===== config.mk =====
export PLATFORM = sky130hd
export DESIGN_NAME = sopg_divider
export DESIGN_NICKNAME = d
export VERILOG_FILES = /design/src/design/shape_outline_point_generator_defines.svh /design/src/design/sopg_pkg.sv /design/src/design/sopg_divider.sv
export SDC_FILE = /design/constraint.sdc
export NUM_CORES = 2
export LEC_CHECK = 0
export ABC_AREA = 1
export CORE_ASPECT_RATIO = 1.25
export CORE_MARGIN = 4
export CORE_UTILIZATION = 36
export CTS_CLUSTER_DIAMETER = 150
export DETAILED_ROUTE_END_ITERATION = 7
export DONT_BUFFER_PORTS = 1
export PLACE_DENSITY = 0.46
export SETUP_SLACK_MARGIN = 0.1
export SLEW_MARGIN = 20
export SYNTH_ARGS = -nofsm -noshare
export SYNTH_HDL_FRONTEND = slang
export SYNTH_SLANG_ARGS = --single-unit

===== constraint.sdc =====
create_clock -name clock -period 43.8 [get_ports clock]
set_input_delay 4.38 -clock clock [delete_from_list [all_inputs] [get_ports clock]]
set_output_delay 4.38 -clock clock [all_outputs]
set_load 0.1 [all_outputs]

===== src/design/shape_outline_point_generator_defines.svh =====
// Assertion macros for the checks in the top module of this block.
`ifndef SHAPE_OUTLINE_POINT_GENERATOR_DEFINES_SVH
`define SHAPE_OUTLINE_POINT_GENERATOR_DEFINES_SVH

// The consequent holds in the same cycle as the antecedent.
`define SOPG_ASSERT_IMPLY(label, clk, rst, ante, cons, msg) \
   label: assert property (@(posedge clk) disable iff (rst) (ante) |-> (cons)) \
      else $error(msg);

// The consequent holds in the cycle after the antecedent.
`define SOPG_ASSERT_NEXT(label, clk, rst, ante, cons, msg) \
   label: assert property (@(posedge clk) disable iff (rst) (ante) |=> (cons)) \
      else $error(msg);

`endif


===== src/design/sopg_pkg.sv =====
`default_nettype none
package sopg_pkg;

   localparam int MAX_POINTS    = 64;
   localparam int CORDIC_STAGES = 16;

   localparam int IDX_W      = 6;
   localparam int CNT_W      = 7;
   localparam int COORD_W    = 32;
   localparam int CSR_ADDR_W = 5;
   localparam int CSR_DATA_W = 32;

   localparam int CW       = 34;
   localparam int N_W      = 7;
   localparam int DEN_W    = 8;
   localparam int P_W      = 44;
   localparam int NUM_W    = 48;
   localparam int DIV_STEP = 8;
   localparam int DIV_STAGES = NUM_W / DIV_STEP;
   localparam int XW       = 50;
   localparam int ZW       = 34;
   localparam int X0_W     = 39;

   localparam logic [31:0] SQRT3_HALF_Q32  = 32'd3719550787;
   localparam logic [31:0] CORDIC_GAIN_INV = 32'h9B74EDA8;

   localparam logic [1:0] KIND_TRIANGLE  = 2'd0;
   localparam logic [1:0] KIND_RECTANGLE = 2'd1;
   localparam logic [1:0] KIND_CIRCLE    = 2'd2;
   localparam logic [1:0] KIND_RESERVED  = 2'd3;

   localparam logic [1:0] STYLE_ISOSCELES   = 2'd0;
   localparam logic [1:0] STYLE_EQUILATERAL = 2'd1;
   localparam logic [1:0] STYLE_SCALENE     = 2'd2;

   typedef enum logic [2:0] {
      REG_SHAPE_KIND,
      REG_TRIANGLE_STYLE,
      REG_SHAPE_WIDTH,
      REG_SHAPE_HEIGHT,
      REG_APEX_SHIFT,
      REG_CIRCLE_RADIUS
   } csr_reg_type;

   localparam logic [31:0] ATAN_TURNS [24] = '{
      32'h20000000, 32'h12E4051E, 32'h09FB385B, 32'h051111D4, 32'h028B0D43,
      32'h0145D7E1, 32'h00A2F61E, 32'h00517C55, 32'h0028BE53, 32'h00145F2F,
      32'h000A2F98, 32'h000517CC, 32'h00028BE6, 32'h000145F3, 32'h0000A2FA,
      32'h0000517D, 32'h000028BE, 32'h0000145F, 32'h00000A30, 32'h00000518,
      32'h0000028C, 32'h00000146, 32'h000000A3, 32'h00000051
   };

   typedef struct packed {
      logic [1:0]         kind;
      logic [1:0]         style;
      logic [30:0]        width;
      logic [30:0]        height;
      logic signed [31:0] apex;
      logic [30:0]        radius;
      logic [30:0]        eq_height;
      logic [X0_W-1:0]    cordic_x0;
   } cfg_type;

   typedef struct packed {
      logic valid;
      logic ok;
      logic circle;
      logic neg_x;
      logic neg_y;
      logic flip;
   } ctrl_type;

   typedef struct packed {
      logic [DEN_W-1:0] rem;
      logic [NUM_W-1:0] num;
   } div_lane_type;

   typedef struct packed {
      ctrl_type         ctrl;
      logic [DEN_W-1:0] den;
      div_lane_type     x;
      div_lane_type     y;
   } div_type;

   typedef struct packed {
      ctrl_type              ctrl;
      logic signed [XW-1:0]  x;
      logic signed [XW-1:0]  y;
      logic signed [ZW-1:0]  z;
   } rot_type;

endpackage
`default_nettype wire


===== src/design/sopg_divider.sv =====
`default_nettype none
module sopg_divider (
   input  wire logic              clock,
   input  wire logic              reset,
   input  wire logic              adv,
   input  wire sopg_pkg::div_type in_d,
   output sopg_pkg::div_type      out_d
);
   import sopg_pkg::*;

   // Restoring division, DIV_STEP (eight) quotient bits per stage; the quotient
   // replaces the numerator from the bottom.
   function automatic div_lane_type div_steps(input div_lane_type lane,
                                              input logic [DEN_W-1:0] den);
      logic [DEN_W:0] trial;
      div_lane_type   l;
      l = lane;
      for (int i = 0; i < DIV_STEP; i++) begin
         trial = {l.rem, l.num[NUM_W-1]};
         l.num = {l.num[NUM_W-2:0], 1'b0};
         if (trial >= {1'b0, den}) begin
            trial    = trial - {1'b0, den};
            l.num[0] = 1'b1;
         end
         l.rem = trial[DEN_W-1:0];
      end
      div_steps = l;
   endfunction

   div_type stage_ff [DIV_STAGES];

   for (genvar g = 0; g < DIV_STAGES; g++) begin : g_stage
      div_type src, stage_in;
      if (g == 0) begin : g_first
         assign src = in_d;
      end else begin : g_next
         assign src = stage_ff[g-1];
      end
      always_comb begin
         stage_in   = src;
         stage_in.x = div_steps(src.x, src.den);
         stage_in.y = div_steps(src.y, src.den);
      end
      always_ff @(posedge clock) begin
         if (reset) begin
            stage_ff[g].ctrl.valid <= 1'b0;
         end else if (adv) begin
            stage_ff[g] <= stage_in;
         end
      end
   end

   assign out_d = stage_ff[DIV_STAGES-1];
endmodule
`default_nettype wire


==> impl_results.md <==
* CTS tree: built
* Max_cap viols at 0
* Max Clk Rate at 51.12 MHz
* Via count at 52.63k
* Routed Antenna Nets at 0
* Clock Latency Late Sink at 740 ps
* Unique cell type count in the Yosys netlist at 60
* GR peak layer: met2
* Maximum root-to-sink buffer count at 3
* CP arrival at 20050 ps
* Vias in the first global route at 51.73k
* Drt via density at 4.790
* Die area at 0.1955 sq mm
* Antenna violations before repair at 12
* CP most frequent cell: nand2_1
* Post-synthesis compound-gate area fraction at 10.01%
* Final Util at 39.58%
* Wire per inst at 15.44 um
* GR Util All Layers at 17.09%
* Share of layout cells above drive strength 1 at 8.254%
* Ys flop type: edfxtp_1
* Critical path data required time at 44290 ps
* CTS buffer count at 90
* Worst hold-check path type: reg2reg
* Row cnt at 177
* # clock sinks at 756
* Met1 Usage GRT at 21.34%
* Die Width at 396.3 um
* Top cells by area, synth: edfxtp_1, ha_1, nand2_1
* Regs by FF count: stage_ff x756
* Delay of the slowest cell on the worst path at 610 ps
* Most area-hungry cell type in the Yosys netlist: edfxtp_1
* Mux contribution to synthesized area at 0.04426%
* WHS at 389.6 ps
* Grt met2 use at 30.54%
* XOR/XNOR share of the synthesized area at 6.158%
* Hold Buf Count CTS at 0
* Hold Fails Final Rpt at 0
* Slew HR at 28.24%
* Core area at 0.1867 sq mm
* Most flop-heavy register: stage_ff
* Worst hold path stage count at 0
* Post-Syn Instances at 8318
* Max reg flops at 756
* Clk_skew at 54.95 ps
* Slew Viols, Final at 0
* Crit. End Element: register
* Critical path startpoint category: input pin
* Gpl congestion at 0.8578
* DR iter-0 viols at 2433
* Synth top area share at 33.46%
* Slowest CP cell: a211oi_2
* CP max FO at 15
* Die Y at 493.4 um
* Status: complete, no violations
* Number of synthesized flops with an enable pin at 756
* Post-Route WL at 169.7 mm
* Final setup fails at 0
* Io pins at 255
* Largest family of logic cells by synthesized area: simple AND/OR/NAND/NOR gates
* Largest net degree at the start of global routing at 128
* Clock-pin slew on the worst setup and hold paths at 60 ps
* Most frequent cells after synthesis: nand2_1, inv_1, ha_1, edfxtp_1, a21oi_1
* Syn nets at 9311
* Post-CTS Resized at 0
* Unrepaired setup endpoints after global routing: no
* Yosys warns at 0
* Filler cell count at 19.02k
* Total iterations of the first detailed-routing run at 6
* Crit Path Class: in2reg
* Min Tclk post-route at 19560 ps
* Register-to-Register Path Depth at 91
* Nets at 9398
* Clock Root Buffer: clkbuf_16
* Slew @ Worst Pin at 1079 ps
* H-tree levels at 3
* Seq/Total Area, Yosys at 33.46%
* Met3 Use GR at 2.571%
* Initial Utilization at 36.34%
* Dpl hpwl at 128.8 mm
* Synthesized area per cell at 8.157 sq um
* Sum Neg Setup Slack at 0 ps
* Residual DRC at 0
* Synth async-reset ratio at 0%
* Adder-Cell Fraction of Synth Area at 17.00%
* Layout area overhead at 8.915%
* Gr ovfl total at 0
* First-pass GRT wire length at 270.5 mm
* Flops & latches, synth at 756
* Crit share post-route at 44.66%
* Cell Area, Synth at 0.06785 sq mm
* PortBufs at 0
* Post-CTS Setup Repair Bufs at 0
* Most common cell in the netlist: nand2_1
* Simple-Gate Fraction of Synth Area at 24.33%
logic make-up after synthesis:
kind of cell / after synthesis
AND/OR/NAND/NOR: 3528
adder cells (fa/ha/maj): 864
flip-flops: 756
multiplexers: 3
buffers and inverters: 1513
AO/OA/AOI/OAI: 1177
XOR/XNOR: 477
critical path: cells and delay by family:
family,cells,cell delay (ps)
compound gates,32,6160
simple gates,44,4860
fa+ha+maj,8,2640
buf+inv,20,1960
metrics by stage:
stage	instance area [sq um]	instances	worst slack, ps
finish	73890	10990	24240
global route	73890	10990	22420
CTS	73880	10990	24090
detailed placement	70810	10820	23280
global placement	70810	10820	23620
floorplan	67850	8318	3128
final timing paths:
kind                            slack (ps)                         end                        from
worst max-delay path                 24240  stage_ff[0][105]$_DFFE_PP_                   in_d[113]
worst min-delay path                   390  stage_ff[2][101]$_DFFE_PP_   stage_ff[1][93]$_DFFE_PP_
worst max register to register       25930  stage_ff[1][110]$_DFFE_PP_  stage_ff[0][113]$_DFFE_PP_
worst min register to register         390  stage_ff[2][101]$_DFFE_PP_   stage_ff[1][93]$_DFFE_PP_
cells in the final DEF, fill, tap and decap left out, types with 16 or more instances in the layout:
cell and count:
clkinv_2 17, nor2_2 62, clkinv_1 16, o21ai_2 52, nand3_2 62, o21bai_1 73
nand4_1 102, a21oi_1 473, inv_2 39, o21a_1 49, nand2_4 28, o21ai_1 92
inv_1 1395, fa_1 96, buf_4 65, nand3b_1 27, nand3_4 38, edfxtp_1 756
xor2_1 324, nor2_1 369, nand3_1 424, nor4_1 30, xnor2_1 153, o21ai_0 332
clkbuf_16 90, or2_2 39, a21o_1 18, nor3_1 50, ha_1 768, nand2_2 87
nor2_4 33, nand2_1 2118, or4_1 19
cell type report:
type                    count  area [sq um]  area share, %
clock inverters            69         789.5          1.068
well taps                2506          3136          4.243
multi-input cells        6049         39050          52.84
clock buffers              99          2286          3.094
flip-flops and latches    756         22700          30.72
inverters                1442          5423          7.338
repair buffers             66         508.0         0.6874
diodes                      2         5.005       0.006773
routing by layer:
| layer | up-vias | wire length, um |
|---|---|---|
| met2 | 707 | 82290 |
| met5 | - | 34 |
| li1 | 27680 | - |
| met1 | 24010 | 76690 |
| met3 | 235 | 6498 |
| met4 | 6 | 4210 |
Power is left out: the tool's default activity adds up to more than one toggle a clock period on the data nets, which glitch-free logic cannot reach.
