## src/design/shape_outline_point_generator_defines.svh

```systemverilog
// Assertion macros for the checks in the top module of this block.
`ifndef SHAPE_OUTLINE_POINT_GENERATOR_DEFINES_SVH
`define SHAPE_OUTLINE_POINT_GENERATOR_DEFINES_SVH

// The consequent holds in the same cycle as the antecedent.
`define SOPG_ASSERT_IMPLY(label, clk, rst, ante, cons, msg) \
   label: assert property (@(posedge clk) disable iff (rst) (ante) |-> (cons)) \
      else $error(msg);

// The consequent holds in the cycle after the antecedent.
`define SOPG_ASSERT_NEXT(label, clk, rst, ante, cons, msg) \
   label: assert property (@(posedge clk) disable iff (rst) (ante) |=> (cons)) \
      else $error(msg);

`endif

```

## src/design/sopg_pkg.sv

```systemverilog
`default_nettype none
package sopg_pkg;

   localparam int MAX_POINTS    = 64;
   localparam int CORDIC_STAGES = 16;

   localparam int IDX_W      = 6;
   localparam int CNT_W      = 7;
   localparam int COORD_W    = 32;
   localparam int CSR_ADDR_W = 5;
   localparam int CSR_DATA_W = 32;

   localparam int CW       = 34;
   localparam int N_W      = 7;
   localparam int DEN_W    = 8;
   localparam int P_W      = 44;
   localparam int NUM_W    = 48;
   localparam int DIV_STEP = 8;
   localparam int DIV_STAGES = NUM_W / DIV_STEP;
   localparam int XW       = 50;
   localparam int ZW       = 34;
   localparam int X0_W     = 39;

   localparam logic [31:0] SQRT3_HALF_Q32  = 32'd3719550787;
   localparam logic [31:0] CORDIC_GAIN_INV = 32'h9B74EDA8;

   localparam logic [1:0] KIND_TRIANGLE  = 2'd0;
   localparam logic [1:0] KIND_RECTANGLE = 2'd1;
   localparam logic [1:0] KIND_CIRCLE    = 2'd2;
   localparam logic [1:0] KIND_RESERVED  = 2'd3;

   localparam logic [1:0] STYLE_ISOSCELES   = 2'd0;
   localparam logic [1:0] STYLE_EQUILATERAL = 2'd1;
   localparam logic [1:0] STYLE_SCALENE     = 2'd2;

   typedef enum logic [2:0] {
      REG_SHAPE_KIND,
      REG_TRIANGLE_STYLE,
      REG_SHAPE_WIDTH,
      REG_SHAPE_HEIGHT,
      REG_APEX_SHIFT,
      REG_CIRCLE_RADIUS
   } csr_reg_type;

   localparam logic [31:0] ATAN_TURNS [24] = '{
      32'h20000000, 32'h12E4051E, 32'h09FB385B, 32'h051111D4, 32'h028B0D43,
      32'h0145D7E1, 32'h00A2F61E, 32'h00517C55, 32'h0028BE53, 32'h00145F2F,
      32'h000A2F98, 32'h000517CC, 32'h00028BE6, 32'h000145F3, 32'h0000A2FA,
      32'h0000517D, 32'h000028BE, 32'h0000145F, 32'h00000A30, 32'h00000518,
      32'h0000028C, 32'h00000146, 32'h000000A3, 32'h00000051
   };

   typedef struct packed {
      logic [1:0]         kind;
      logic [1:0]         style;
      logic [30:0]        width;
      logic [30:0]        height;
      logic signed [31:0] apex;
      logic [30:0]        radius;
      logic [30:0]        eq_height;
      logic [X0_W-1:0]    cordic_x0;
   } cfg_type;

   typedef struct packed {
      logic valid;
      logic ok;
      logic circle;
      logic neg_x;
      logic neg_y;
      logic flip;
   } ctrl_type;

   typedef struct packed {
      logic [DEN_W-1:0] rem;
      logic [NUM_W-1:0] num;
   } div_lane_type;

   typedef struct packed {
      ctrl_type         ctrl;
      logic [DEN_W-1:0] den;
      div_lane_type     x;
      div_lane_type     y;
   } div_type;

   typedef struct packed {
      ctrl_type              ctrl;
      logic signed [XW-1:0]  x;
      logic signed [XW-1:0]  y;
      logic signed [ZW-1:0]  z;
   } rot_type;

endpackage
`default_nettype wire

```

## src/design/sopg_csr.sv

```systemverilog
`default_nettype none
module sopg_csr (
   input  wire logic                            clock,
   input  wire logic                            reset,
   input  wire logic                            psel,
   input  wire logic                            penable,
   input  wire logic                            pwrite,
   input  wire logic [sopg_pkg::CSR_ADDR_W-1:0] paddr,
   input  wire logic [sopg_pkg::CSR_DATA_W-1:0] pwdata,
   output logic      [sopg_pkg::CSR_DATA_W-1:0] prdata,
   output logic                                 pready,
   output sopg_pkg::cfg_type                    cfg
);
   import sopg_pkg::*;

   logic [1:0]         kind_ff, kind_in;
   logic [1:0]         style_ff, style_in;
   logic [30:0]        width_ff, width_in;
   logic [30:0]        height_ff, height_in;
   logic signed [31:0] apex_ff, apex_in;
   logic [30:0]        radius_ff, radius_in;
   logic [30:0]        eq_height_ff, eq_height_in;
   logic [X0_W-1:0]    x0_ff, x0_in;
   logic [62:0]        eq_prod;
   logic [62:0]        x0_prod;
   logic               wr;
   csr_reg_type        reg_sel;

   assign wr      = psel && penable && pwrite;
   assign reg_sel = csr_reg_type'(paddr[CSR_ADDR_W-1:2]);
   assign pready  = 1'b1;

   always_comb begin
      kind_in   = kind_ff;
      style_in  = style_ff;
      width_in  = width_ff;
      height_in = height_ff;
      apex_in   = apex_ff;
      radius_in = radius_ff;
      if (wr) begin
         unique case (reg_sel)
            REG_SHAPE_KIND:     kind_in   = pwdata[1:0];
            REG_TRIANGLE_STYLE: style_in  = pwdata[1:0];
            REG_SHAPE_WIDTH:    width_in  = pwdata[30:0];
            REG_SHAPE_HEIGHT:   height_in = pwdata[30:0];
            REG_APEX_SHIFT:     apex_in   = $signed(pwdata);
            REG_CIRCLE_RADIUS:  radius_in = pwdata[30:0];
            default: ;
         endcase
      end
   end

   // Derived values are registered and follow the registers in the cycle after.
   always_comb begin
      eq_prod      = 63'(width_ff) * 63'(SQRT3_HALF_Q32) + 63'(64'h8000_0000);
      eq_height_in = eq_prod[62:32];
      x0_prod      = 63'(radius_ff) * 63'(CORDIC_GAIN_INV);
      x0_in        = x0_prod[62:24];
   end

   always_ff @(posedge clock) begin
      if (reset) begin
         kind_ff   <= KIND_RECTANGLE;
         style_ff  <= STYLE_ISOSCELES;
         width_ff  <= 31'd65536;
         height_ff <= 31'd65536;
         apex_ff   <= 32'sd0;
         radius_ff <= 31'd65536;
      end else begin
         kind_ff   <= kind_in;
         style_ff  <= style_in;
         width_ff  <= width_in;
         height_ff <= height_in;
         apex_ff   <= apex_in;
         radius_ff <= radius_in;
      end
      eq_height_ff <= eq_height_in;
      x0_ff        <= x0_in;
   end

   always_comb begin
      unique case (reg_sel)
         REG_SHAPE_KIND:     prdata = 32'(kind_ff);
         REG_TRIANGLE_STYLE: prdata = 32'(style_ff);
         REG_SHAPE_WIDTH:    prdata = 32'(width_ff);
         REG_SHAPE_HEIGHT:   prdata = 32'(height_ff);
         REG_APEX_SHIFT:     prdata = apex_ff;
         REG_CIRCLE_RADIUS:  prdata = 32'(radius_ff);
         default:            prdata = '0;
      endcase
   end

   assign cfg.kind      = kind_ff;
   assign cfg.style     = style_ff;
   assign cfg.width     = width_ff;
   assign cfg.height    = height_ff;
   assign cfg.apex      = apex_ff;
   assign cfg.radius    = radius_ff;
   assign cfg.eq_height = eq_height_ff;
   assign cfg.cordic_x0 = x0_ff;
endmodule
`default_nettype wire

```

## config.mk

```make
export PLATFORM = sky130hd
export DESIGN_NAME = sopg_csr
export DESIGN_NICKNAME = d
export VERILOG_FILES = /design/src/design/shape_outline_point_generator_defines.svh /design/src/design/sopg_pkg.sv /design/src/design/sopg_csr.sv
export SDC_FILE = /design/constraint.sdc
export NUM_CORES = 2
export LEC_CHECK = 0
export ABC_AREA = 1
export BUFFER_PORTS_ARGS = -buffer_cell sky130_fd_sc_hd__buf_4
export CAP_MARGIN = 5
export CORE_MARGIN = 1
export CORE_UTILIZATION = 55
export CTS_CLUSTER_DIAMETER = 150
export DETAILED_ROUTE_END_ITERATION = 8
export GPL_TIMING_DRIVEN = 0
export PLACE_DENSITY_LB_ADDON = 0.05
export SETUP_SLACK_MARGIN = 0.05
export SYNTH_ARGS = -nofsm -noshare
export SYNTH_HDL_FRONTEND = slang
export SYNTH_SLANG_ARGS = --single-unit
export TNS_END_PERCENT = 1
```

## constraint.sdc

```tcl
create_clock -name clock -period 16.92 [get_ports clock]
set_clock_uncertainty 0.05 [all_clocks]
set_input_delay 1.692 -clock clock [delete_from_list [all_inputs] [get_ports clock]]
set_output_delay 1.692 -clock clock [all_outputs]
set_load 0.02 [all_outputs]
```

==> flow_metrics.tcl <==
set metrics [dict create \
    cp_max_fo 9 \
    intPower_mw 1.20 \
    synth.net_count 7370 \
    endpoint_kind "flop" \
    netSwitchingFraction_pct 49.1 \
    port_buffers 270 \
    yosysTopAreaCell "fa_1" \
    core_area_sq_um 83800 \
    drt_iter0_drc 2347 \
    numCtsBuffers 17 \
    synth_xor_area_share_pct 0.544 \
    synth_compound_area_share_pct 4.49 \
    fin_nets 7660 \
    rows 106 \
    tightest_slew_ns 1.30 \
    place_area_sq_um 50100 \
    ys.flop_type "dfxtp_1" \
    via_per_inst 5.14 \
    design_area_sq_um 50800 \
    syn_area_per_cell_sq_um 8.16 \
    ys_types 34 \
    grtUsageTotal_pct 37.1 \
    seqPwrFrac_pct 23.7 \
    grt_pass1_wl_mm 230 \
    cp-start-kind "flop" \
    ys_seq_area_share_pct 8.54 \
    outcome "finished, final reports clean" \
    p_comb_share_pct 56.3 \
    die_x_um 293 \
    max_freq_ghz 0.132 \
    gr-total-overflow 0 \
    stdcell_count 7162 \
    p_switching_mw 1.15 \
    clk_pin_slew_ns 0.11 \
    hold_class "reg -> reg" \
    ys_top_cells_by_area "fa_1, ha_1, inv_1" \
    synth-simple-area-share_pct 13.4 \
    synth_area_sq_um 46700 \
    yosys_register_bits 199 \
    dp_hpwl_mm 141 \
    fin_crit_sh_pct 44.8 \
    synth.top_cell.area_share_pct 38.3 \
    yosysWarnings 0 \
    clockBufferDepth 2 \
    fp.dieH_um 293 \
    cts_root_buf "clkbuf_16" \
    critical_path_class "reg -> reg" \
    ir_drop_v 0.0000841 \
    drt-wirelength-per-cell_um 21.9 \
    insertion_delay_ns 0.53 \
    pwr-share-clk_pct 20.0 \
    cts_tree "built" \
    async_reset_ff_share_pct 0 \
    io_pins 274 \
    rsz0062_at_grt "false" \
    final_max_slew_viol_count 0 \
    drt_first_pass_iters 6 \
    postSynthCellCount 5723 \
    synth_top_family_by_area "adder cells" \
    drive_above_1_share_pct 5.44 \
    grt_max_degree 25 \
    setup-tns-final_ns 0 \
    htree_levels 4 \
    start_util_pct 55.7 \
    ctsHoldBuffers 0 \
    muxShareOfSynthArea_pct 0 \
    area_growth_pct 8.83 \
    hold_viol_final 0 \
    postRouteAntennaNets 0 \
    setup_violations 0 \
    cts.sinks 199 \
    vias 36800 \
    p_leak_nw 30.1 \
    powerDensity_nw_per_um2 46.3 \
    routed_wl_mm 157 \
    drc_errors 0 \
    die-area_sq_um 86000 \
    worstPathArrival_ns 7.95 \
    cap_violations 0 \
    crit_required_ns 17.29 \
    fin_crit_ns 7.58 \
    synth-adder-area-share_pct 57.4 \
    antenna_found_initial 5 \
    cts-resized-gates 0 \
    synth-edff-count 0 \
    dp_cells 7128 \
    gp_routability_congestion 1.01 \
    slew_headroom_pct 13.3 \
    grt_pass1_vias 37700 \
    postCtsSetupRepairBufs 0 \
]
-- final timing paths --
| check | start | to | slack (ns) | cells after the start |
|---|---|---|---|---|
| min reg2reg | apex_ff[31]$_SDFFE_PP0P_ | apex_ff[31]$_SDFFE_PP0P_ | 0.45 | 2 |
| max | radius_ff[6]$_SDFFE_PP0P_ | x0_ff[38]$_DFF_P_ | 9.34 | 24 |
| min | apex_ff[31]$_SDFFE_PP0P_ | apex_ff[31]$_SDFFE_PP0P_ | 0.45 | 2 |
| max reg2reg | radius_ff[6]$_SDFFE_PP0P_ | x0_ff[38]$_DFF_P_ | 9.34 | 24 |
-- sequential cells by signal, indices dropped and copies added, names as in the netlist --
signal,flops
style_ff,2
x0_ff,39
radius_ff,31
apex_ff,32
eq_height_ff,31
width_ff,31
height_ff,31
kind_ff,2
-- placed cells by master, fill, tap and decap left out, types with 3 or more instances in the layout --
master / netlist / final
o21ai_1: 10 / 10
nand2_1: 1027 / 1027
clkbuf_1: 37 / 37
buf_1: 3 / 3
buf_2: 9 / 9
a22oi_1: 31 / 31
o211ai_1: 28 / 28
inv_2: 3 / 3
ha_1: 712 / 712
nand3_1: 124 / 124
a21oi_1: 139 / 139
or2_2: 6 / 6
nor3_1: 22 / 22
clkinv_8: 0 / 6
fa_1: 893 / 893
nor2_1: 360 / 360
xor2_1: 21 / 21
inv_1: 1875 / 1875
nand4_1: 37 / 37
dfxtp_1: 199 / 199
o21ai_0: 135 / 135
and2_1: 4 / 4
clkbuf_16: 0 / 17
xnor2_1: 8 / 8
buf_4: 4 / 274
o21bai_1: 21 / 21
a21o_1: 3 / 3
inv_12: 0 / 3
-- logic make-up after synthesis --
group	Yosys count
xor+xnor	29
fa+ha+maj	1605
flops	199
other cells	1
simple gates	1585
buf+inv	1931
compound gates	373
-- routing by layer --
metal | GRT usage (%) | part of all wire, % | up-vias
li1 | - | - | 17300
met1 | 43.1 | 38 | 18100
met2 | 66.5 | 51 | 1118
met3 | 4.89 | 5.3 | 335
met4 | 19.9 | 6.0 | 4
met5 | 0 | 0.017 | -
-- Yosys cell counts, drive strengths merged (21+ instances only) --
cell type / count
o211ai: 28
nand2: 1027
fa: 893
o21ai: 145
dfxtp: 199
clkbuf: 37
xor2: 21
ha: 712
a22oi: 31
inv: 1878
nor2: 361
a21oi: 139
o21bai: 21
nand4: 37
nand3: 124
nor3: 23
-- metrics by stage --
stage               utilization, %  total power [mW]  worst slack, ns  hold slack (ns)
detailed placement            59.8              1.89             9.43            0.435
global route                  60.6              2.51             9.05            0.466
floorplan                        -              1.39            10.63            0.493
finish                        60.6              2.35             9.34            0.451
global placement              59.8              1.88             9.48            0.425
CTS                           60.6              2.37             9.38            0.448
-- layout make-up --
type	instances	area (sq um)
Sequential cell	199	3980
Buffer	53	225
Antenna cell	2	5.00
Fill cell	7909	33000
Clock inverter	15	225
Clock buffer	17	425
Timing Repair Buffer	271	2050
Inverter	1878	7050
Tap cell	1134	1420
Multi-Input combinational cell	3593	35400
-- power groups by stage --
stage,clock [mW],sequential [mW],combinational (mW)
6_report,0.471,0.558,1.33
5_1_grt,0.493,0.561,1.46
4_1_cts,0.477,0.558,1.33
3_5_place_dp,0,0.568,1.33
3_3_place_gp,0,0.569,1.31
2_1_floorplan,0,0.628,0.761
-- worst max-delay path: stages, from the launching register on --
cell and delay (ns):
dfxtp_1 0.91, inv_1 0.42, fa_1 0.58, fa_1 0.49
inv_1 0.05, fa_1 0.50, inv_1 0.06, fa_1 0.53
inv_1 0.05, fa_1 0.45, fa_1 0.41, fa_1 0.52
inv_1 0.06, fa_1 0.57, inv_1 0.07, ha_1 0.49
nand2_1 0.17, nor2_1 0.17, inv_1 0.07, nor2_1 0.23
nand3_1 0.12, nand3_1 0.22, nand2_1 0.11, nand3_1 0.09
nand2_1 0.05
Power figures use the tool's default switching activity.
