### config.mk
export PLATFORM = sky130hd
export DESIGN_NAME = sopg_setup
export DESIGN_NICKNAME = d
export VERILOG_FILES = /design/src/design/shape_outline_point_generator_defines.svh /design/src/design/sopg_pkg.sv /design/src/design/sopg_setup.sv
export SDC_FILE = /design/constraint.sdc
export NUM_CORES = 2
export LEC_CHECK = 0
export ABC_AREA = 1
export BUFFER_PORTS_ARGS = -buffer_cell sky130_fd_sc_hd__buf_2
export CAP_MARGIN = 15
export CORE_MARGIN = 4
export CORE_UTILIZATION = 40
export CTS_CLUSTER_DIAMETER = 100
export DETAILED_ROUTE_END_ITERATION = 10
export PLACE_DENSITY_LB_ADDON = 0.25
export REMOVE_ABC_BUFFERS = 1
export SLEW_MARGIN = 20
export SYNTH_ARGS = -nofsm -noshare
export SYNTH_HDL_FRONTEND = slang
export SYNTH_SLANG_ARGS = --single-unit
export TNS_END_PERCENT = 5
### constraint.sdc
create_clock -name clock -period 11 [get_ports clock]
set_input_delay 1.1 -clock clock [delete_from_list [all_inputs] [get_ports clock]]
set_output_delay 1.1 -clock clock [all_outputs]
set_load 0.005 [all_outputs]
### src/design/shape_outline_point_generator_defines.svh
// Assertion macros for the checks in the top module of this block.
`ifndef SHAPE_OUTLINE_POINT_GENERATOR_DEFINES_SVH
`define SHAPE_OUTLINE_POINT_GENERATOR_DEFINES_SVH

// The consequent holds in the same cycle as the antecedent.
`define SOPG_ASSERT_IMPLY(label, clk, rst, ante, cons, msg) \
   label: assert property (@(posedge clk) disable iff (rst) (ante) |-> (cons)) \
      else $error(msg);

// The consequent holds in the cycle after the antecedent.
`define SOPG_ASSERT_NEXT(label, clk, rst, ante, cons, msg) \
   label: assert property (@(posedge clk) disable iff (rst) (ante) |=> (cons)) \
      else $error(msg);

`endif

### src/design/sopg_pkg.sv
`default_nettype none
package sopg_pkg;

   localparam int MAX_POINTS    = 64;
   localparam int CORDIC_STAGES = 16;

   localparam int IDX_W      = 6;
   localparam int CNT_W      = 7;
   localparam int COORD_W    = 32;
   localparam int CSR_ADDR_W = 5;
   localparam int CSR_DATA_W = 32;

   localparam int CW       = 34;
   localparam int N_W      = 7;
   localparam int DEN_W    = 8;
   localparam int P_W      = 44;
   localparam int NUM_W    = 48;
   localparam int DIV_STEP = 8;
   localparam int DIV_STAGES = NUM_W / DIV_STEP;
   localparam int XW       = 50;
   localparam int ZW       = 34;
   localparam int X0_W     = 39;

   localparam logic [31:0] SQRT3_HALF_Q32  = 32'd3719550787;
   localparam logic [31:0] CORDIC_GAIN_INV = 32'h9B74EDA8;

   localparam logic [1:0] KIND_TRIANGLE  = 2'd0;
   localparam logic [1:0] KIND_RECTANGLE = 2'd1;
   localparam logic [1:0] KIND_CIRCLE    = 2'd2;
   localparam logic [1:0] KIND_RESERVED  = 2'd3;

   localparam logic [1:0] STYLE_ISOSCELES   = 2'd0;
   localparam logic [1:0] STYLE_EQUILATERAL = 2'd1;
   localparam logic [1:0] STYLE_SCALENE     = 2'd2;

   typedef enum logic [2:0] {
      REG_SHAPE_KIND,
      REG_TRIANGLE_STYLE,
      REG_SHAPE_WIDTH,
      REG_SHAPE_HEIGHT,
      REG_APEX_SHIFT,
      REG_CIRCLE_RADIUS
   } csr_reg_type;

   localparam logic [31:0] ATAN_TURNS [24] = '{
      32'h20000000, 32'h12E4051E, 32'h09FB385B, 32'h051111D4, 32'h028B0D43,
      32'h0145D7E1, 32'h00A2F61E, 32'h00517C55, 32'h0028BE53, 32'h00145F2F,
      32'h000A2F98, 32'h000517CC, 32'h00028BE6, 32'h000145F3, 32'h0000A2FA,
      32'h0000517D, 32'h000028BE, 32'h0000145F, 32'h00000A30, 32'h00000518,
      32'h0000028C, 32'h00000146, 32'h000000A3, 32'h00000051
   };

   typedef struct packed {
      logic [1:0]         kind;
      logic [1:0]         style;
      logic [30:0]        width;
      logic [30:0]        height;
      logic signed [31:0] apex;
      logic [30:0]        radius;
      logic [30:0]        eq_height;
      logic [X0_W-1:0]    cordic_x0;
   } cfg_type;

   typedef struct packed {
      logic valid;
      logic ok;
      logic circle;
      logic neg_x;
      logic neg_y;
      logic flip;
   } ctrl_type;

   typedef struct packed {
      logic [DEN_W-1:0] rem;
      logic [NUM_W-1:0] num;
   } div_lane_type;

   typedef struct packed {
      ctrl_type         ctrl;
      logic [DEN_W-1:0] den;
      div_lane_type     x;
      div_lane_type     y;
   } div_type;

   typedef struct packed {
      ctrl_type              ctrl;
      logic signed [XW-1:0]  x;
      logic signed [XW-1:0]  y;
      logic signed [ZW-1:0]  z;
   } rot_type;

endpackage
`default_nettype wire

### src/design/sopg_setup.sv
`default_nettype none
module sopg_setup (
   input  wire logic                        clock,
   input  wire logic                        reset,
   input  wire logic                        adv,
   input  wire logic                        in_valid,
   input  wire logic [sopg_pkg::IDX_W-1:0]  idx,
   input  wire logic [sopg_pkg::CNT_W-1:0]  count,
   input  wire sopg_pkg::cfg_type           cfg,
   output sopg_pkg::div_type                out_d
);
   import sopg_pkg::*;

   // Stage A: checks on the beat itself and the spread of surplus points.
   logic             a_valid_ff, a_ok_ff, a_ok_in;
   logic [IDX_W-1:0] a_idx_ff;
   logic [CNT_W-1:0] a_count_ff;
   logic [5:0]       a_base_ff, a_base_in;
   logic [1:0]       a_rem_ff, a_rem_in;
   logic             corners4;
   logic [CNT_W-1:0] surplus;
   logic [15:0]      base3_prod;
   logic [CNT_W-1:0] rem3;

   always_comb begin
      corners4   = (cfg.kind == KIND_RECTANGLE);
      surplus    = count - (corners4 ? 7'd4 : 7'd3);
      // Division by three through the reciprocal 171/512, exact below 128.
      base3_prod = 16'(surplus) * 16'd171;
      a_base_in  = corners4 ? 6'(surplus >> 2) : base3_prod[14:9];
      rem3       = surplus - 7'({1'b0, a_base_in} << 1) - 7'(a_base_in);
      a_rem_in   = corners4 ? surplus[1:0] : rem3[1:0];
      a_ok_in    = (count >= 7'd3) && (int'(count) <= MAX_POINTS) &&
                   ({1'b0, idx} < count) && (cfg.kind != KIND_RESERVED) &&
                   (!corners4 || count >= 7'd4);
   end

   always_ff @(posedge clock) begin
      if (reset) begin
         a_valid_ff <= 1'b0;
      end else if (adv) begin
         a_valid_ff <= in_valid;
      end
      if (adv) begin
         a_ok_ff    <= a_ok_in;
         a_idx_ff   <= idx;
         a_count_ff <= count;
         a_base_ff  <= a_base_in;
         a_rem_ff   <= a_rem_in;
      end
   end

   // Stage B: edge search and corner selection.
   function automatic logic signed [CW-1:0] corner_x(input logic rect, input logic [1:0] st,
                                                      input logic [1:0] e,
                                                      input logic [30:0] w,
                                                      input logic signed [31:0] apex);
      logic signed [CW-1:0] wv;
      wv = $signed(CW'(w));
      if (rect) begin
         corner_x = (e == 2'd1 || e == 2'd2) ? wv : -wv;
      end else begin
         priority case (e)
            2'd0:    corner_x = (st == STYLE_SCALENE) ? CW'(apex) <<< 1 : '0;
            2'd1:    corner_x = wv;
            default: corner_x = -wv;
         endcase
      end
   endfunction

   function automatic logic signed [CW-1:0] corner_y(input logic rect, input logic [1:0] e,
                                                      input logic [30:0] h);
      logic signed [CW-1:0] hv;
      hv = $signed(CW'(h));
      if (rect) begin
         corner_y = (e == 2'd0 || e == 2'd1) ? -hv : hv;
      end else begin
         corner_y = (e == 2'd0) ? -hv : hv;
      end
   endfunction

   ctrl_type             b_ctrl_ff, b_ctrl_in;
   logic signed [CW-1:0] b_ax_ff, b_ay_ff, b_bx_ff, b_by_ff;
   logic signed [CW-1:0] b_ax_in, b_ay_in, b_bx_in, b_by_in;
   logic [N_W-1:0]       b_n_ff, b_n_in, b_s_ff, b_s_in;
   logic [IDX_W-1:0]     b_idx_ff;
   logic [CNT_W-1:0]     b_count_ff;
   logic [N_W-1:0]       seg0, seg1, seg2, seg3, start1, start2, start3, idx7, start_sel;
   logic [1:0]           edge_sel, edge_next;
   logic                 rect_b;
   logic [30:0]          h_sel;
   logic                 size_ok;

   always_comb begin
      rect_b = (cfg.kind == KIND_RECTANGLE);
      seg0   = N_W'(a_base_ff) + 7'd1 + N_W'(a_rem_ff > 2'd0);
      seg1   = N_W'(a_base_ff) + 7'd1 + N_W'(a_rem_ff > 2'd1);
      seg2   = N_W'(a_base_ff) + 7'd1 + N_W'(a_rem_ff > 2'd2);
      seg3   = N_W'(a_base_ff) + 7'd1;
      start1 = seg0;
      start2 = start1 + seg1;
      start3 = start2 + seg2;
      idx7   = N_W'(a_idx_ff);
      if (idx7 < start1) begin
         edge_sel = 2'd0; start_sel = '0; b_n_in = seg0;
      end else if (idx7 < start2) begin
         edge_sel = 2'd1; start_sel = start1; b_n_in = seg1;
      end else if (!rect_b || idx7 < start3) begin
         edge_sel = 2'd2; start_sel = start2; b_n_in = seg2;
      end else begin
         edge_sel = 2'd3; start_sel = start3; b_n_in = seg3;
      end
      b_s_in    = idx7 - start_sel;
      edge_next = (!rect_b && edge_sel == 2'd2) ? 2'd0 : edge_sel + 2'd1;
      h_sel     = (!rect_b && cfg.style == STYLE_EQUILATERAL) ? cfg.eq_height : cfg.height;
      unique case (cfg.kind)
         KIND_TRIANGLE:  size_ok = (cfg.width != '0) && (h_sel != '0);
         KIND_RECTANGLE: size_ok = (cfg.width != '0) && (cfg.height != '0);
         KIND_CIRCLE:    size_ok = (cfg.radius != '0);
         default:        size_ok = 1'b0;
      endcase
      b_ax_in = corner_x(rect_b, cfg.style, edge_sel, cfg.width, cfg.apex);
      b_bx_in = corner_x(rect_b, cfg.style, edge_next, cfg.width, cfg.apex);
      b_ay_in = corner_y(rect_b, edge_sel, h_sel);
      b_by_in = corner_y(rect_b, edge_next, h_sel);
      b_ctrl_in        = '0;
      b_ctrl_in.valid  = a_valid_ff;
      b_ctrl_in.ok     = a_ok_ff && size_ok;
      b_ctrl_in.circle = (cfg.kind == KIND_CIRCLE);
   end

   always_ff @(posedge clock) begin
      if (reset) begin
         b_ctrl_ff.valid <= 1'b0;
      end else if (adv) begin
         b_ctrl_ff <= b_ctrl_in;
      end
      if (adv) begin
         b_ax_ff    <= b_ax_in;
         b_ay_ff    <= b_ay_in;
         b_bx_ff    <= b_bx_in;
         b_by_ff    <= b_by_in;
         b_n_ff     <= b_n_in;
         b_s_ff     <= b_s_in;
         b_idx_ff   <= a_idx_ff;
         b_count_ff <= a_count_ff;
      end
   end

   // Stage C: the products of the interpolation and the circle phase numerator.
   ctrl_type                  c_ctrl_ff;
   logic signed [P_W-1:0]     c_p0x_ff, c_p1x_ff, c_p0y_ff, c_p1y_ff;
   logic signed [P_W-1:0]     c_p0x_in, c_p1x_in, c_p0y_in, c_p1y_in;
   logic signed [CW:0]        dx, dy;
   logic signed [N_W:0]       n_s, s_s;
   logic [N_W-1:0]            c_n_ff;
   logic [NUM_W-1:0]          c_cnum_ff, c_cnum_in;
   logic [CNT_W-1:0]          c_count_ff;

   always_comb begin
      n_s      = $signed({1'b0, b_n_ff});
      s_s      = $signed({1'b0, b_s_ff});
      dx       = (CW + 1)'(b_bx_ff) - (CW + 1)'(b_ax_ff);
      dy       = (CW + 1)'(b_by_ff) - (CW + 1)'(b_ay_ff);
      c_p0x_in = P_W'(b_ax_ff) * P_W'(n_s);
      c_p0y_in = P_W'(b_ay_ff) * P_W'(n_s);
      c_p1x_in = P_W'(dx) * P_W'(s_s);
      c_p1y_in = P_W'(dy) * P_W'(s_s);
      c_cnum_in = NUM_W'({b_idx_ff, 32'b0}) + NUM_W'(b_count_ff[CNT_W-1:1]);
   end

   always_ff @(posedge clock) begin
      if (reset) begin
         c_ctrl_ff.valid <= 1'b0;
      end else if (adv) begin
         c_ctrl_ff <= b_ctrl_ff;
      end
      if (adv) begin
         c_p0x_ff   <= c_p0x_in;
         c_p1x_ff   <= c_p1x_in;
         c_p0y_ff   <= c_p0y_in;
         c_p1y_ff   <= c_p1y_in;
         c_n_ff     <= b_n_ff;
         c_cnum_ff  <= c_cnum_in;
         c_count_ff <= b_count_ff;
      end
   end

   // Stage D: rounded numerators folded to magnitudes for a floor division.
   div_type               d_ff, d_in;
   logic signed [P_W-1:0] numx, numy;
   logic [DEN_W-1:0]      den2n;

   always_comb begin
      den2n = DEN_W'({c_n_ff, 1'b0});
      numx  = c_p0x_ff + c_p1x_ff + $signed(P_W'(c_n_ff));
      numy  = c_p0y_ff + c_p1y_ff + $signed(P_W'(c_n_ff));
      d_in  = '0;
      d_in.ctrl = c_ctrl_ff;
      if (c_ctrl_ff.circle) begin
         d_in.den   = DEN_W'(c_count_ff);
         d_in.x.num = c_cnum_ff;
      end else begin
         d_in.den        = den2n;
         d_in.ctrl.neg_x = numx[P_W-1];
         d_in.ctrl.neg_y = numy[P_W-1];
         d_in.x.num = numx[P_W-1] ? NUM_W'(~numx) + NUM_W'(den2n) : NUM_W'(numx);
         d_in.y.num = numy[P_W-1] ? NUM_W'(~numy) + NUM_W'(den2n) : NUM_W'(numy);
      end
   end

   always_ff @(posedge clock) begin
      if (reset) begin
         d_ff.ctrl.valid <= 1'b0;
      end else if (adv) begin
         d_ff <= d_in;
      end
   end

   assign out_d = d_ff;
endmodule
`default_nettype wire

==> results.sh <==
export IMPL_floorplan_rows=155
export IMPL_via_per_inst=5.10
export IMPL_ctsHoldBuffers=0
export IMPL_ys_types=67
export IMPL_grt_antenna_before_repair=17
export IMPL_postSynthRegisterBits=489
export IMPL_detail_route_antenna_nets=0
export IMPL_max_slew_margin=0.233
export IMPL_post_synth_inst_count=9584
export IMPL_final_setup_skew_ns=0.0668
export IMPL_crit_path_required_time_ns=11.49
export IMPL_hold_path_class="flip-flop to flip-flop"
export IMPL_clk_pin_slew_worst_paths_ns=0.06
export IMPL_rr_endpoint="b_bx_ff[26]"
export IMPL_synthFlopType="sky130_fd_sc_hd__edfxtp_1"
export IMPL_fillers=18200
export IMPL_r2r_start="a_base_ff[0]"
export IMPL_drt_drc_violations_left=0
export IMPL_post_route_setup_tns_ns=0
export IMPL_vias=61900
export IMPL_grt_pass1_wl_um=341000
export IMPL_drt_initial_drc_count=4795
export IMPL_setup_worst_path_class="flip-flop to flip-flop"
export IMPL_cp_depth=33
export IMPL_grt_setup_unrepaired="no"
export IMPL_synthesis_area_um2=72000
export IMPL_max_slew_worst_pin_slew_ns=1.14
export IMPL_grt_max_degree=86
export IMPL_hpwlAfterDp_um=178000
export IMPL_grt_overflow_total=0
export IMPL_die_height_um=432
export IMPL_clk_latency_ns=0.72
export IMPL_tritoncts_num_buffers=60
export IMPL_final_min_period_over_clock_period=0.751
export IMPL_critical_path_peak_fanout=53
export IMPL_synth_area_top_cells="sky130_fd_sc_hd__fa_1, sky130_fd_sc_hd__edfxtp_1, sky130_fd_sc_hd__ha_1, sky130_fd_sc_hd__nand2_1, sky130_fd_sc_hd__inv_1"
export IMPL_timing_hold_violations_final=0
export IMPL_timing_reg2reg_setup_slack_ns=2.74
export IMPL_synth_enable_flop_cells=485
export IMPL_post_cts_setup_buffers=0
export IMPL_ff2ff_path_depth=33
export IMPL_start_util=0.403
export IMPL_core_um2=179000
export IMPL_detail_route_wirelength_um=216000
export IMPL_routedWlPerCell_um=17.8
export IMPL_yosysMostFrequentCell="sky130_fd_sc_hd__nand2_1"
export IMPL_cpPeakStageDelay_ns=0.59
export IMPL_cp_buffers_inverters=10
export IMPL_synth_top_cell_by_area="sky130_fd_sc_hd__fa_1"
export IMPL_gp_congestion=0.920
export IMPL_last_element_of_the_critical_path="b_bx_ff[26]"
export IMPL_boundaryPins=342
export IMPL_total_die_area_um2=187000
export IMPL_timing_critical_path_slowest_stage_cell="sky130_fd_sc_hd__inv_1"
export IMPL_clockBufferDepth=3
export IMPL_h_tree_depth=2
export IMPL_period_needed_ns=8.26
export IMPL_worst_path_most_repeated_cell="sky130_fd_sc_hd__inv_1"
export IMPL_grt_pass1_vias=61500
export IMPL_endpoint_kind="flip-flop"
export IMPL_critical_path_arrival_ns=8.75
export IMPL_clock_sinks=489
export IMPL_die_w_um=432
export IMPL_max_freq_mhz=121
export IMPL_ys_async_sr_fraction=0
export IMPL_clock_tree_root_cell="sky130_fd_sc_hd__clkbuf_16"
export IMPL_port_buffers=285
export IMPL_postCtsResizedCells=0
export IMPL_synth_warning_count=0
export IMPL_layout_area_overhead_vs_synth_pct=7.79
export IMPL_drt_pre_antenna_iters=6
export IMPL_syn_area_per_cell_um2=7.52
export IMPL_track_usage=0.229
export IMPL_critical_path_start="a_base_ff[0]"
export IMPL_final_setup_viol_count=0
export IMPL_layout_nets=11300
export IMPL_slew_viols_final=0
export IMPL_fraction_of_final_layout_cells_sized_beyond_drive_strength_1=0.0548
export IMPL_synth_yosys_seq_area_share=0.203
export IMPL_synth_largest_type_area_fraction=0.206
export IMPL_maxCapViolations=0
export IMPL_run_status="finished clean"
export IMPL_start_kind="flip-flop"
export IMPL_synth_common_cells="sky130_fd_sc_hd__nand2_1, sky130_fd_sc_hd__inv_1, sky130_fd_sc_hd__nor2_1"
export IMPL_cts_tree="yes"
export IMPL_crit_family="buffers and inverters"
[cell families after synthesis]
| kind of cell | after synthesis | share of synthesized area |
|---|---|---|
| buf+inv | 2400 | 0.127 |
| xor+xnor | 330 | 0.0408 |
| other cells | 1 | 0.0000521 |
| flops | 489 | 0.203 |
| compound gates | 1269 | 0.0990 |
| fa+ha+maj | 1411 | 0.322 |
| simple gates | 3684 | 0.208 |
[worst min-delay path by stage]
stage / start / cells after the start / to / slack (ns)
finish: b_idx_ff[3] / 0 / c_cnum_ff[35] / 0.42
global route: b_idx_ff[4] / 0 / c_cnum_ff[36] / 0.42
CTS: b_idx_ff[3] / 0 / c_cnum_ff[35] / 0.42
detailed placement: a_count_ff[0] / 0 / b_count_ff[0] / 0.41
global placement: b_ctrl_ff[3] / 0 / c_ctrl_ff[3] / 0.40
floorplan: a_count_ff[0] / 0 / b_count_ff[0] / 0.40
[layout make-up]
type,instances,area (um^2),area share
tap,2355,2950,0.0380
multi-input combinational,6719,48400,0.623
antenna,10,25.0,0.000322
inverter,2103,7890,0.102
clock buffer,66,1520,0.0196
clock inverter,44,405,0.00522
timing repair buffer,339,1840,0.0237
sequential,489,14600,0.189
[flip-flops by register name, indices dropped and copies added, names as in the netlist]
signal / cells
a_valid_ff: 1
c_cnum_ff: 7
b_ay_ff: 34
c_p1x_ff: 43
b_by_ff: 33
b_ax_ff: 34
b_bx_ff: 34
c_count_ff: 6
a_base_ff: 6
a_rem_ff: 2
c_p0y_ff: 42
c_p0x_ff: 42
c_ctrl_ff: 3
b_ctrl_ff: 3
b_n_ff: 7
a_count_ff: 7
c_p1y_ff: 42
b_count_ff: 7
out_d: 109
c_n_ff: 7
a_ok_ff: 1
b_s_ff: 7
a_idx_ff: 6
b_idx_ff: 6
[per-layer routing]
layer,vias up,GRT usage,part of all wire,routed length (um)
met5,-,0,0.00019,41
met4,6,0.0510,0.021,4630
met3,255,0.0462,0.083,18000
met2,2179,0.338,0.41,87600
met1,29300,0.345,0.49,105000
li1,30200,-,-,-
[metrics by stage]
step | hold WS [ns] | setup WS (ns) | util | area [um^2] | cells
global placement | 0.403 | 2.81 | 0.423 | 75700 | 12000
detailed placement | 0.405 | 2.88 | 0.423 | 75700 | 12000
CTS | 0.419 | 2.85 | 0.434 | 77600 | 12100
finish | 0.417 | 2.74 | 0.434 | 77600 | 12100
global route | 0.425 | 1.99 | 0.434 | 77600 | 12100
floorplan | 0.400 | 2.17 | - | 70900 | 9311
[layout by cell type, fill, tap and decap left out, types with 29 or more instances in the layout]
cell                        instances
sky130_fd_sc_hd__ha_1             671
sky130_fd_sc_hd__nor2_1           998
sky130_fd_sc_hd__nand4_1           94
sky130_fd_sc_hd__nand3_1          309
sky130_fd_sc_hd__buf_2            284
sky130_fd_sc_hd__nand2_1         2085
sky130_fd_sc_hd__o21ai_0          374
sky130_fd_sc_hd__a31oi_1           55
sky130_fd_sc_hd__a21o_1            29
sky130_fd_sc_hd__buf_4             54
sky130_fd_sc_hd__inv_1           2074
sky130_fd_sc_hd__o21a_1            35
sky130_fd_sc_hd__nor3_1            67
sky130_fd_sc_hd__o22ai_1           36
sky130_fd_sc_hd__xnor2_1          127
sky130_fd_sc_hd__a21oi_1          528
sky130_fd_sc_hd__or2_2             34
sky130_fd_sc_hd__o21ai_1           40
sky130_fd_sc_hd__edfxtp_1         485
sky130_fd_sc_hd__o211ai_1          52
sky130_fd_sc_hd__fa_1             740
sky130_fd_sc_hd__clkbuf_16         60
sky130_fd_sc_hd__xor2_1           200
Power is left out: the tool's default activity adds up to more than one toggle a clock period on the data nets, which glitch-free logic cannot reach.
